===== config.mk =====
export PLATFORM = sky130hd
export DESIGN_NAME = ctm_ram
export DESIGN_NICKNAME = d
export VERILOG_FILES = /design/src/assert_macros.svh /design/src/ctm_ram.sv
export SDC_FILE = /design/constraint.sdc
export NUM_CORES = 1
export LEC_CHECK = 0
export BUFFER_PORTS_ARGS = -buffer_cell sky130_fd_sc_hd__buf_2
export CAP_MARGIN = 20
export CELL_PAD_IN_SITES_DETAIL_PLACEMENT = 2
export CELL_PAD_IN_SITES_GLOBAL_PLACEMENT = 2
export CORE_MARGIN = 2
export CORE_UTILIZATION = 40
export DETAILED_ROUTE_END_ITERATION = 16
export GPL_ROUTABILITY_DRIVEN = 1
export PLACE_DENSITY_LB_ADDON = 0.1
export REMOVE_ABC_BUFFERS = 1
export SYNTH_ARGS = -nofsm -noshare
export SYNTH_HDL_FRONTEND = slang
export SYNTH_SLANG_ARGS = --single-unit

===== constraint.sdc =====
create_clock -name clk_i -period 2.3 [get_ports clk_i]
set_input_delay 0.23 -clock clk_i [delete_from_list [all_inputs] [get_ports clk_i]]
set_output_delay 0.23 -clock clk_i [all_outputs]
set_load 0.03 [all_outputs]

===== src/assert_macros.svh =====
// assertion helper macros for the rtl sources
`ifndef ASSERT_MACROS_SVH
`define ASSERT_MACROS_SVH
`ifndef NO_ASSERTIONS
`define ASSERT_IMPL(lbl, clk, rstn, prop) \
  lbl: assert property (@(posedge clk) disable iff (!rstn) (prop)) else $error("assertion failed");
`define ASSERT_NEVER(lbl, clk, rstn, cond) \
  lbl: assert property (@(posedge clk) disable iff (!rstn) !(cond)) else $error("forbidden condition");
`else
`define ASSERT_IMPL(lbl, clk, rstn, prop)
`define ASSERT_NEVER(lbl, clk, rstn, cond)
`endif
`endif


===== src/ctm_ram.sv =====
// ----------------------------------------------------------------------------
// ctm_ram
// generic single port ram with registered read
// ----------------------------------------------------------------------------
module ctm_ram #(
  parameter int unsigned Width = 8,
  parameter int unsigned Depth = 16
) (
  input  logic                     clk_i,
  input  logic                     we_i,
  input  logic [$clog2(Depth)-1:0] addr_i,
  input  logic [Width-1:0]         wdata_i,
  output logic [Width-1:0]         rdata_o
);
  logic [Width-1:0] mem_q [Depth];

  always_ff @(posedge clk_i) begin
    if (we_i) begin
      mem_q[addr_i] <= wdata_i;
    end
    rdata_o <= mem_q[addr_i];
  end
endmodule


==> results.py, run 1 <==
metrics = {
    "layout": {
        "antennaDiodeCount": 0,
        "layout.nets": 299,
        "syn_to_final_growth_pct": 20.0,
        "drive_above_1_share_pct": 36.2,
        "fin_area_sq_um": 6080,
        "nFillCells": 1142,
        "multiInputGateArea_sq_um": 1000,
        "final-seq-area_sq_um": 4000,
    },
    "grt": {
        "first_global_vias": 2785,
        "grt_max_degree": 27,
        "grt_usage_pct": 18.3,
        "antenna_found_initial": 0,
        "grt_pass1_wl_um": 16700,
        "globalRoute.totalOverflow": 0,
    },
    "worst_setup_path": {
        "cp_max_fo": 26,
        "crit_arrival_ps": 1810,
        "crit_type": "in -> reg",
        "cp_slowest_cell": "buf_2",
        "endpoint_kind": "flip-flop",
        "critPathMaxStageDelay_ps": 510,
        "cp-start-kind": "input pin",
        "critical_path.cell_chain": "buf_2, buf_4, mux4_2, a22oi_1, nand2_1",
        "required_ps": 2590,
    },
    "sta": {
        "period_needed_ps": 1520,
        "setup_viol": 0,
        "hold_viol_final": 0,
        "rsz0062_at_grt": "false",
        "fmax_mhz": 657,
        "max-slew-margin-rel_pct": 54.3,
        "skew_ps": 3.99,
        "finalCritPeriodShare_pct": 66.2,
        "finalMaxSlewViolations": 0,
        "tightest_slew_ps": 684,
        "setup_tns_ps": 0,
    },
    "placed_design": {
        "portBuffers": 21,
        "place_area_sq_um": 5540,
        "dpl.hpwl_um": 7440,
        "globalplace.congestion": 0.711,
    },
    "clock_tree": {
        "cts_tree": "built",
        "clkTransAtPathRegs_ps": 50,
        "cts_resized": 0,
        "cts-hold-fix-buffers": 0,
        "h-tree-depth": 4,
        "cts_buffers": 17,
        "clk_latency_ps": 410,
        "post_cts_buffers": 0,
        "clockRootBuffer": "clkbuf_16",
        "cts_max_path_buffers": 2,
        "cts.sinks": 136,
    },
    "synth": {
        "syn_inst": 230,
        "syn_area_sq_um": 5070,
        "ys_ff_latch": 136,
        "synth_top_cell_by_area": "edfxtp_1",
        "seq_area_frac_synth_pct": 79.0,
        "synthDistinctLibCells": 18,
        "synth.avg_cell_area_sq_um": 22.0,
        "yosys_most_used_dff": "edfxtp_1",
        "synth_edf_count": 128,
        "yosysWarnings": 0,
        "synth_most_common_cell": "edfxtp_1",
        "yosys-top-cells-area": "edfxtp_1 (76%), mux4_2 (14%), dfxtp_1 (3.2%)",
        "synth_top_area_share_pct": 75.9,
        "synth-async-reset-ratio_pct": 0,
        "synth_commonest_cells": "edfxtp_1 (128), mux4_2 (32), a22oi_1 (16), nor2_1 (13), nand2_1 (9)",
    },
    "die": {
        "row_count": 41,
        "start_util_pct": 40.5,
        "ios": 22,
        "die_area_sq_um": 13600,
        "die_h_um": 117,
        "die_w_um": 117,
        "core_area_sq_um": 12500,
    },
    "status": {
        "status": "complete, no violations",
    },
    "detailed_routing": {
        "wire_per_inst_um": 23.7,
        "drt-total-wl_um": 11100,
        "drc": 0,
        "first_iter_violations": 169,
        "ant_nets": 0,
        "drt-pass1-iter-count": 4,
        "vias": 2411,
        "avgViaCountPerCell": 5.13,
    },
    "pwr": {
        "vdd_ir_drop_max_mv": 0.422,
        "leakagePower_nw": 2.03,
        "p_per_area_nw_per_um2": 915,
    },
    "run": {
        "maxCapViolCount": 0,
    },
    "hold_path": {
        "holdCritPathClass": "in -> reg",
    },
}
[worst max-delay path: cells and delay by family]
kind	cells	cell delay, ps
multiplexers	1	310
AND/OR/NAND/NOR	1	100
AO/OA/AOI/OAI	1	330
buffers and inverters	2	810
[area by class of cell]
cell class / instances / area share, %
clock inverters: 10 / 1.30
repair buffers: 47 / 5.15
flip-flops and latches: 136 / 65.9
clock buffers: 22 / 7.64
multi-input cells: 83 / 16.5
well taps: 172 / 3.54
[routing by layer]
layer / routed length (um) / track usage (%) / vias to the layer above
met3: 328 / 4.72 / 10
li1: - / - / 1074
met2: 5750 / 30.8 / 45
met1: 4920 / 22.7 / 1282
met5: 0 / 0 / -
met4: 137 / 7.45 / 0
[flip-flops by register name (all words and copies together) (netlist names)]
name     count
rdata_o      8
mem_q      128
[placed cells by master (no fill, tap or decap)]
cell type and instances:
nand2b_1 2, clkinv_2 6, buf_4 25, buf_2 21
buf_12 1, mux4_2 32, edfxtp_1 128, clkbuf_8 2
nor3_1 4, clkbuf_16 17, nand3b_1 2, a22oi_1 16
dfxtp_1 8, clkinvlp_4 2, or3b_2 1, nor2_1 13
clkbuf_1 3, clkinv_1 1, bufinv_16 1, and2_1 1
nand3_1 1, nand2_1 9, nor2b_1 2
[through the flow]
| step | std cells | setup WS, ps | total power [mW] | util (%) | hold WS (ps) |
|---|---|---|---|---|---|
| 2_1_floorplan | 219 | 577 | 2.98 | - | 329 |
| 3_3_place_gp | 438 | 328 | 3.13 | 44.2 | 618 |
| 3_5_place_dp | 438 | 312 | 3.15 | 44.2 | 650 |
| 4_1_cts | 470 | 766 | 5.63 | 48.6 | 204 |
| 5_1_grt | 470 | 638 | 5.74 | 48.6 | 213 |
| 6_report | 470 | 777 | 5.56 | 48.6 | 217 |
[logic make-up (layout without fill, tap and decap cells)]
group | after synthesis | in the layout | synth area share [%]
DFF | 136 | 136 | 79.0
and+or+nand+nor | 35 | 35 | 3.21
muxes | 32 | 32 | 14.2
AOI/OAI and AO/OA | 16 | 16 | 2.37
buffers and inverters | 11 | 79 | 1.19
[where the power goes]
part / total [mW] / internal (mW) / switching [mW]
logic: 0.304 / 0.115 / 0.189
registers: 2.79 / 2.77 / 0.0159
clock network: 2.47 / 1.52 / 0.947
total: 5.56 / 4.41 / 1.15
[final timing paths]
| kind | start | end | slack, ps | cells past startpoint |
|---|---|---|---|---|
| max | addr_i[1] | rdata_o[0] | 780 | 5 |
| min | wdata_i[5] | mem_q[7][5] | 220 | 1 |
| max reg2reg | mem_q[2][0] | rdata_o[0] | 880 | 3 |
| min reg2reg | mem_q[15][3] | rdata_o[3] | 680 | 3 |
Note: power is estimated with default switching activity, not from simulation.
==> run 2: changes to the inputs <==
Clock period 2.3 ns to 1.4 ns, I/O delays scaled along.
==> run 2 against run 1 <==
Total power increased by 74%. Cell count increased by 1.7%. First-iteration DRC count fell by 10%. Worst hold slack lost 110 ps. Largest power group unchanged.
==> results.py, run 2 (synthesized netlist as in run 1, its figures left out) <==
metrics = {
    "status": {
        "status": "complete, no violations",
    },
    "grt": {
        "antenna_found_initial": 0,
        "grt_usage_pct": 18.7,
        "grt_pass1_wl_um": 17100,
        "first_global_vias": 2805,
        "globalRoute.totalOverflow": 0,
        "grt_max_degree": 22,
    },
    "worst_setup_path": {
        "required_ps": 1700,
        "critPathMaxStageDelay_ps": 480,
        "cp_slowest_cell": "mux4_2",
        "endpoint_kind": "flip-flop",
        "cp-start-kind": "flip-flop",
        "cp_top_family": "multiplexers",
        "r2r_slack_ps": 70,
        "critical_path.cell_chain": "mux4_2, a22oi_2, nand2_1",
        "reg2reg_from": "mem_q[11][7]",
        "cp.depth": 3,
        "r2r_cells": 3,
        "crit_type": "reg -> reg",
        "r2r_end": "rdata_o[7]",
        "cp-endpoint": "rdata_o[7]",
        "crit_arrival_ps": 1620,
        "critPathBufInv": 0,
        "cp-startpoint": "mem_q[11][7]",
        "cp_max_fo": 1,
    },
    "layout": {
        "nFillCells": 1136,
        "antennaDiodeCount": 0,
        "largest_reg_flops": 128,
        "largest-register": "mem_q",
        "syn_to_final_growth_pct": 23.5,
        "multiInputGateArea_sq_um": 1030,
        "final-seq-area_sq_um": 4000,
        "layout.nets": 307,
        "drive_above_1_share_pct": 40.8,
        "final_common_cell": "edfxtp_1",
        "top_regs": "mem_q: 128 flops, rdata_o: 8 flops",
        "final_cell_mix": "edfxtp_1 (128), mux4_2 (32), buf_4 (31)",
    },
    "die": {
        "core_area_sq_um": 12500,
        "row_count": 41,
        "die_area_sq_um": 13600,
        "start_util_pct": 40.5,
        "die_h_um": 117,
        "ios": 22,
        "die_w_um": 117,
    },
    "placed_design": {
        "globalplace.congestion": 0.703,
        "dpl.hpwl_um": 7760,
        "portBuffers": 21,
    },
    "sta": {
        "tightest_slew_ps": 975,
        "hold_viol_final": 0,
        "rsz0062_at_grt": "false",
        "fmax_mhz": 754,
        "skew_ps": 4.35,
        "finalCritPeriodShare_pct": 94.7,
        "setup_tns_ps": 0,
        "max-slew-margin-rel_pct": 34.9,
        "setup_viol": 0,
        "finalMaxSlewViolations": 0,
        "period_needed_ps": 1330,
    },
    "pwr": {
        "sw_frac_of_total_pct": 21.2,
        "p_per_area_nw_per_um2": 1540,
        "power_mw": 9.66,
        "clockPowerShare_pct": 47.1,
        "vdd_ir_drop_max_mv": 0.977,
        "switchingPower_mw": 2.04,
        "p_comb_share_pct": 5.4,
        "leakagePower_nw": 2.10,
        "power_frac_seq_pct": 47.5,
        "power.internal_mw": 7.61,
    },
    "clock_tree": {
        "cts_tree": "built",
        "clk_latency_ps": 420,
        "clkTransAtPathRegs_ps": 60,
        "clockRootBuffer": "clkbuf_16",
        "cts_max_path_buffers": 2,
        "cts_buffers": 17,
        "h-tree-depth": 4,
        "cts.sinks": 136,
    },
    "detailed_routing": {
        "drt-pass1-iter-count": 4,
        "avgViaCountPerCell": 5.16,
        "ant_nets": 0,
        "wire_per_inst_um": 23.7,
        "vias": 2465,
        "first_iter_violations": 152,
        "drt-total-wl_um": 11300,
        "drc": 0,
    },
    "run": {
        "maxCapViolCount": 0,
    },
    "hold_path": {
        "holdCritPathClass": "in -> reg",
    },
}
run 2: cell types whose count changed in the layout (fill, tap and decap cells not counted), sizes merged:
cell / before / now
buf: 47 / 55
clkbuf: 22 / 18
clkinv: 7 / 4
clkinvlp: 2 / 5
bufinv: 1 / 3
inv: 0 / 2
run 2: metrics by stage:
step | cells | hold WS [ps] | utilization, % | worst slack [ps] | area (sq um)
CTS | 478 | 99.0 | 49.8 | 27.3 | 6240
global route | 478 | 113 | 50.0 | 12.5 | 6260
detailed placement | 446 | 546 | 44.9 | -242 | 5620
finish | 478 | 111 | 50.0 | 74.6 | 6260
global placement | 446 | 536 | 44.9 | -167 | 5620
floorplan | 219 | 239 | - | -233 | 5010
run 2: per-layer routing:
layer | part of all wire, % | routed length [um] | GRT usage, %
met5 | 0 | 0 | 0
met4 | 0.86 | 98 | 5.65
met3 | 3.3 | 372 | 5.60
met2 | 51 | 5750 | 30.1
met1 | 45 | 5120 | 24.9
run 2: final cells by class:
type,count,area share [%]
Sequential cell,136,64.0
Multi-Input combinational cell,83,16.4
Clock buffer,18,7.02
Timing Repair Buffer,55,6.36
Tap cell,172,3.44
Clock inverter,14,2.76
run 2: worst min path at each step:
stage                    start            to  slack (ps)  cells after the start
floorplan           wdata_i[0]   mem_q[0][0]         240                      0
global route        wdata_i[4]   mem_q[6][4]         110                      1
CTS                 wdata_i[4]  mem_q[11][4]         100                      1
detailed placement  wdata_i[4]   mem_q[6][4]         550                      1
global placement    wdata_i[4]   mem_q[7][4]         540                      1
finish              wdata_i[4]   mem_q[6][4]         110                      1
run 2: what timing repair did:
item	CTS	global route
hold buffers	0	0
endpoints found under the setup margin	1	4
resized for setup	1	4
setup buffers	0	0
run 2: power by group through the flow:
stage,logic [mW],registers (mW),clock network [mW]
2_1_floorplan,0.187,4.71,0
3_3_place_gp,0.506,4.66,0
3_5_place_dp,0.522,4.67,0
4_1_cts,0.528,4.59,4.66
5_1_grt,0.567,4.59,4.82
6_report,0.524,4.59,4.55
==> run 3: changes to the inputs <==
--- a/config.mk
+++ b/config.mk
@@ -10,5 +10,5 @@
 export CELL_PAD_IN_SITES_DETAIL_PLACEMENT = 2
 export CELL_PAD_IN_SITES_GLOBAL_PLACEMENT = 2
-export CORE_MARGIN = 2
+export CORE_MARGIN = 10
 export CORE_UTILIZATION = 40
 export DETAILED_ROUTE_END_ITERATION = 16
@@ -16,4 +16,5 @@
 export PLACE_DENSITY_LB_ADDON = 0.1
 export REMOVE_ABC_BUFFERS = 1
+export SETUP_SLACK_MARGIN = 0.15
 export SYNTH_ARGS = -nofsm -noshare
 export SYNTH_HDL_FRONTEND = slang
==> constraint.sdc (replaced) <==
create_clock -name clk_i -period 1.4 [get_ports clk_i]
set_input_delay 0.14 -clock clk_i [delete_from_list [all_inputs] [get_ports clk_i]]
set_output_delay 0.14 -clock clk_i [all_outputs]
set_load 0.02 [all_outputs]
==> run 3 against run 2 <==
Count of clock-buffer cells in the layout up 8. Critical path type unchanged. Worst hold slack got worse by 5.6 ps. Cell count rose by 0.21%. Final area is 0.26% higher. Wire length rose by 3.4%. Global-route usage decreased by 4.7 points. Setup slack improved by 37 ps. Combinational power increased by 3%. Total power is 4.4% lower.
==> results.py, run 3 (synthesized netlist as in run 1, its figures left out) <==
metrics = {
    "status": {
        "status": "complete, no violations",
    },
    "detailed_routing": {
        "ant_nets": 0,
        "drc": 0,
        "vias": 2429,
        "avgViaCountPerCell": 5.07,
        "wire_per_inst_um": 24.5,
        "drt-pass1-iter-count": 4,
        "drt-total-wl_um": 11700,
        "first_iter_violations": 157,
    },
    "die": {
        "die_w_um": 133,
        "row_count": 41,
        "ios": 22,
        "die_area_sq_um": 17600,
        "start_util_pct": 40.5,
        "core_area_sq_um": 12500,
        "die_h_um": 133,
    },
    "worst_setup_path": {
        "required_ps": 1690,
        "reg2reg_from": "mem_q[3][1]",
        "crit_type": "reg -> reg",
        "r2r_slack_ps": 110,
        "crit_arrival_ps": 1580,
        "r2r_end": "rdata_o[1]",
        "cp-start-kind": "flip-flop",
        "endpoint_kind": "flip-flop",
        "cp-endpoint": "rdata_o[1]",
        "r2r_cells": 3,
        "cp-startpoint": "mem_q[3][1]",
        "cp_max_fo": 1,
    },
    "clock_tree": {
        "h-tree-depth": 4,
        "post_cts_buffers": 0,
        "clockRootBuffer": "clkbuf_16",
        "clkTransAtPathRegs_ps": 60,
        "cts_max_path_buffers": 2,
        "clk_latency_ps": 420,
        "cts.sinks": 136,
        "cts_buffers": 17,
        "cts_tree": "built",
        "cts-hold-fix-buffers": 0,
    },
    "layout": {
        "layout.nets": 309,
        "drive_above_1_share_pct": 40.4,
        "final_common_cell": "edfxtp_1",
        "antennaDiodeCount": 0,
        "top_regs": "mem_q: 128 flops, rdata_o: 8 flops",
        "largest-register": "mem_q",
        "syn_to_final_growth_pct": 23.8,
        "final_cell_mix": "edfxtp_1 (128), mux4_2 (32), buf_4 (29)",
        "largest_reg_flops": 128,
    },
    "hold_path": {
        "holdCritPathClass": "in -> reg",
        "min_from": "wdata_i[4]",
    },
    "sta": {
        "setup_viol": 0,
        "finalMaxSlewViolations": 0,
        "finalCritPeriodShare_pct": 92.0,
        "rsz0062_at_grt": "true",
        "max-slew-margin-rel_pct": 35.9,
        "hold_viol_final": 0,
        "skew_ps": 10.1,
        "fmax_mhz": 776,
        "tightest_slew_ps": 959,
        "setup_tns_ps": 0,
        "period_needed_ps": 1290,
    },
    "pwr": {
        "p_per_area_nw_per_um2": 1470,
        "power_mw": 9.24,
        "vdd_ir_drop_max_mv": 0.651,
        "leakagePower_nw": 2.10,
    },
    "grt": {
        "antenna_found_initial": 0,
        "globalRoute.totalOverflow": 0,
        "first_global_vias": 2797,
        "grt_pass1_wl_um": 18000,
        "grt_max_degree": 24,
        "grt_usage_pct": 14.1,
    },
    "placed_design": {
        "dpl.hpwl_um": 7830,
        "globalplace.congestion": 0.734,
        "portBuffers": 21,
    },
    "run": {
        "maxCapViolCount": 0,
    },
}
==> run 3: through the flow <==
step           utilization, %  setup WS (ps)  instances  hold WS (ps)  cell area, sq um
2_1_floorplan               -           -233        219           239              5010
3_3_place_gp             45.4           -185        448           540              5690
3_5_place_dp             45.4           -192        448           547              5690
4_1_cts                  50.1           98.1        479          94.5              6270
5_1_grt                  50.1           56.4        479           114              6270
6_report                 50.1            112        479           106              6270
==> run 3: worst min path at each step <==
| stage | end | slack, ps | cells past startpoint |
|---|---|---|---|
| final | mem_q[6][4] | 110 | 1 |
| after global routing | mem_q[2][4] | 110 | 1 |
| after CTS | mem_q[2][4] | 90 | 1 |
| after detailed placement | mem_q[7][4] | 550 | 1 |
| after global placement | mem_q[5][3] | 540 | 1 |
| after floorplan | mem_q[0][0] | 240 | 0 |
==> run 3: per-layer routing <==
metal  vias to the layer above  track usage, %  wire length (um)
met5                         -               0                 0
met1                      1278            17.7              5230
met4                         0            5.87               159
li1                       1093               -                 -
met3                        15            3.75               358
met2                        43            22.5              5980
==> run 3: final cells by class <==
cell class                      instances  area [sq um]
Fill cell                            1128          6240
Sequential cell                       136          4000
Multi-Input combinational cell         83          1050
Clock buffer                           26           489
Timing Repair Buffer                   57           463
Tap cell                              172           215
Clock inverter                          5          48.8
==> run 3: what timing repair did <==
item,4_1_cts,5_1_grt
hold endpoints to repair,0,0
endpoints found under the setup margin,8,8
resized for setup,9,1
pin swaps,8,0
==> run 3: report_power, final <==
group	total (mW)	internal (mW)	leakage [nW]	switching [mW]
registers	4.59	4.56	1.22	0.0311
logic	0.540	0.235	0.615	0.304
clock network	4.11	2.56	0.266	1.55
total	9.24	7.35	2.10	1.89
==> run 3: critical path, stage by stage (launching register included) <==
cell and delay (ps):
edfxtp_1 370, mux4_2 480, a22oi_2 210, nand2_1 100
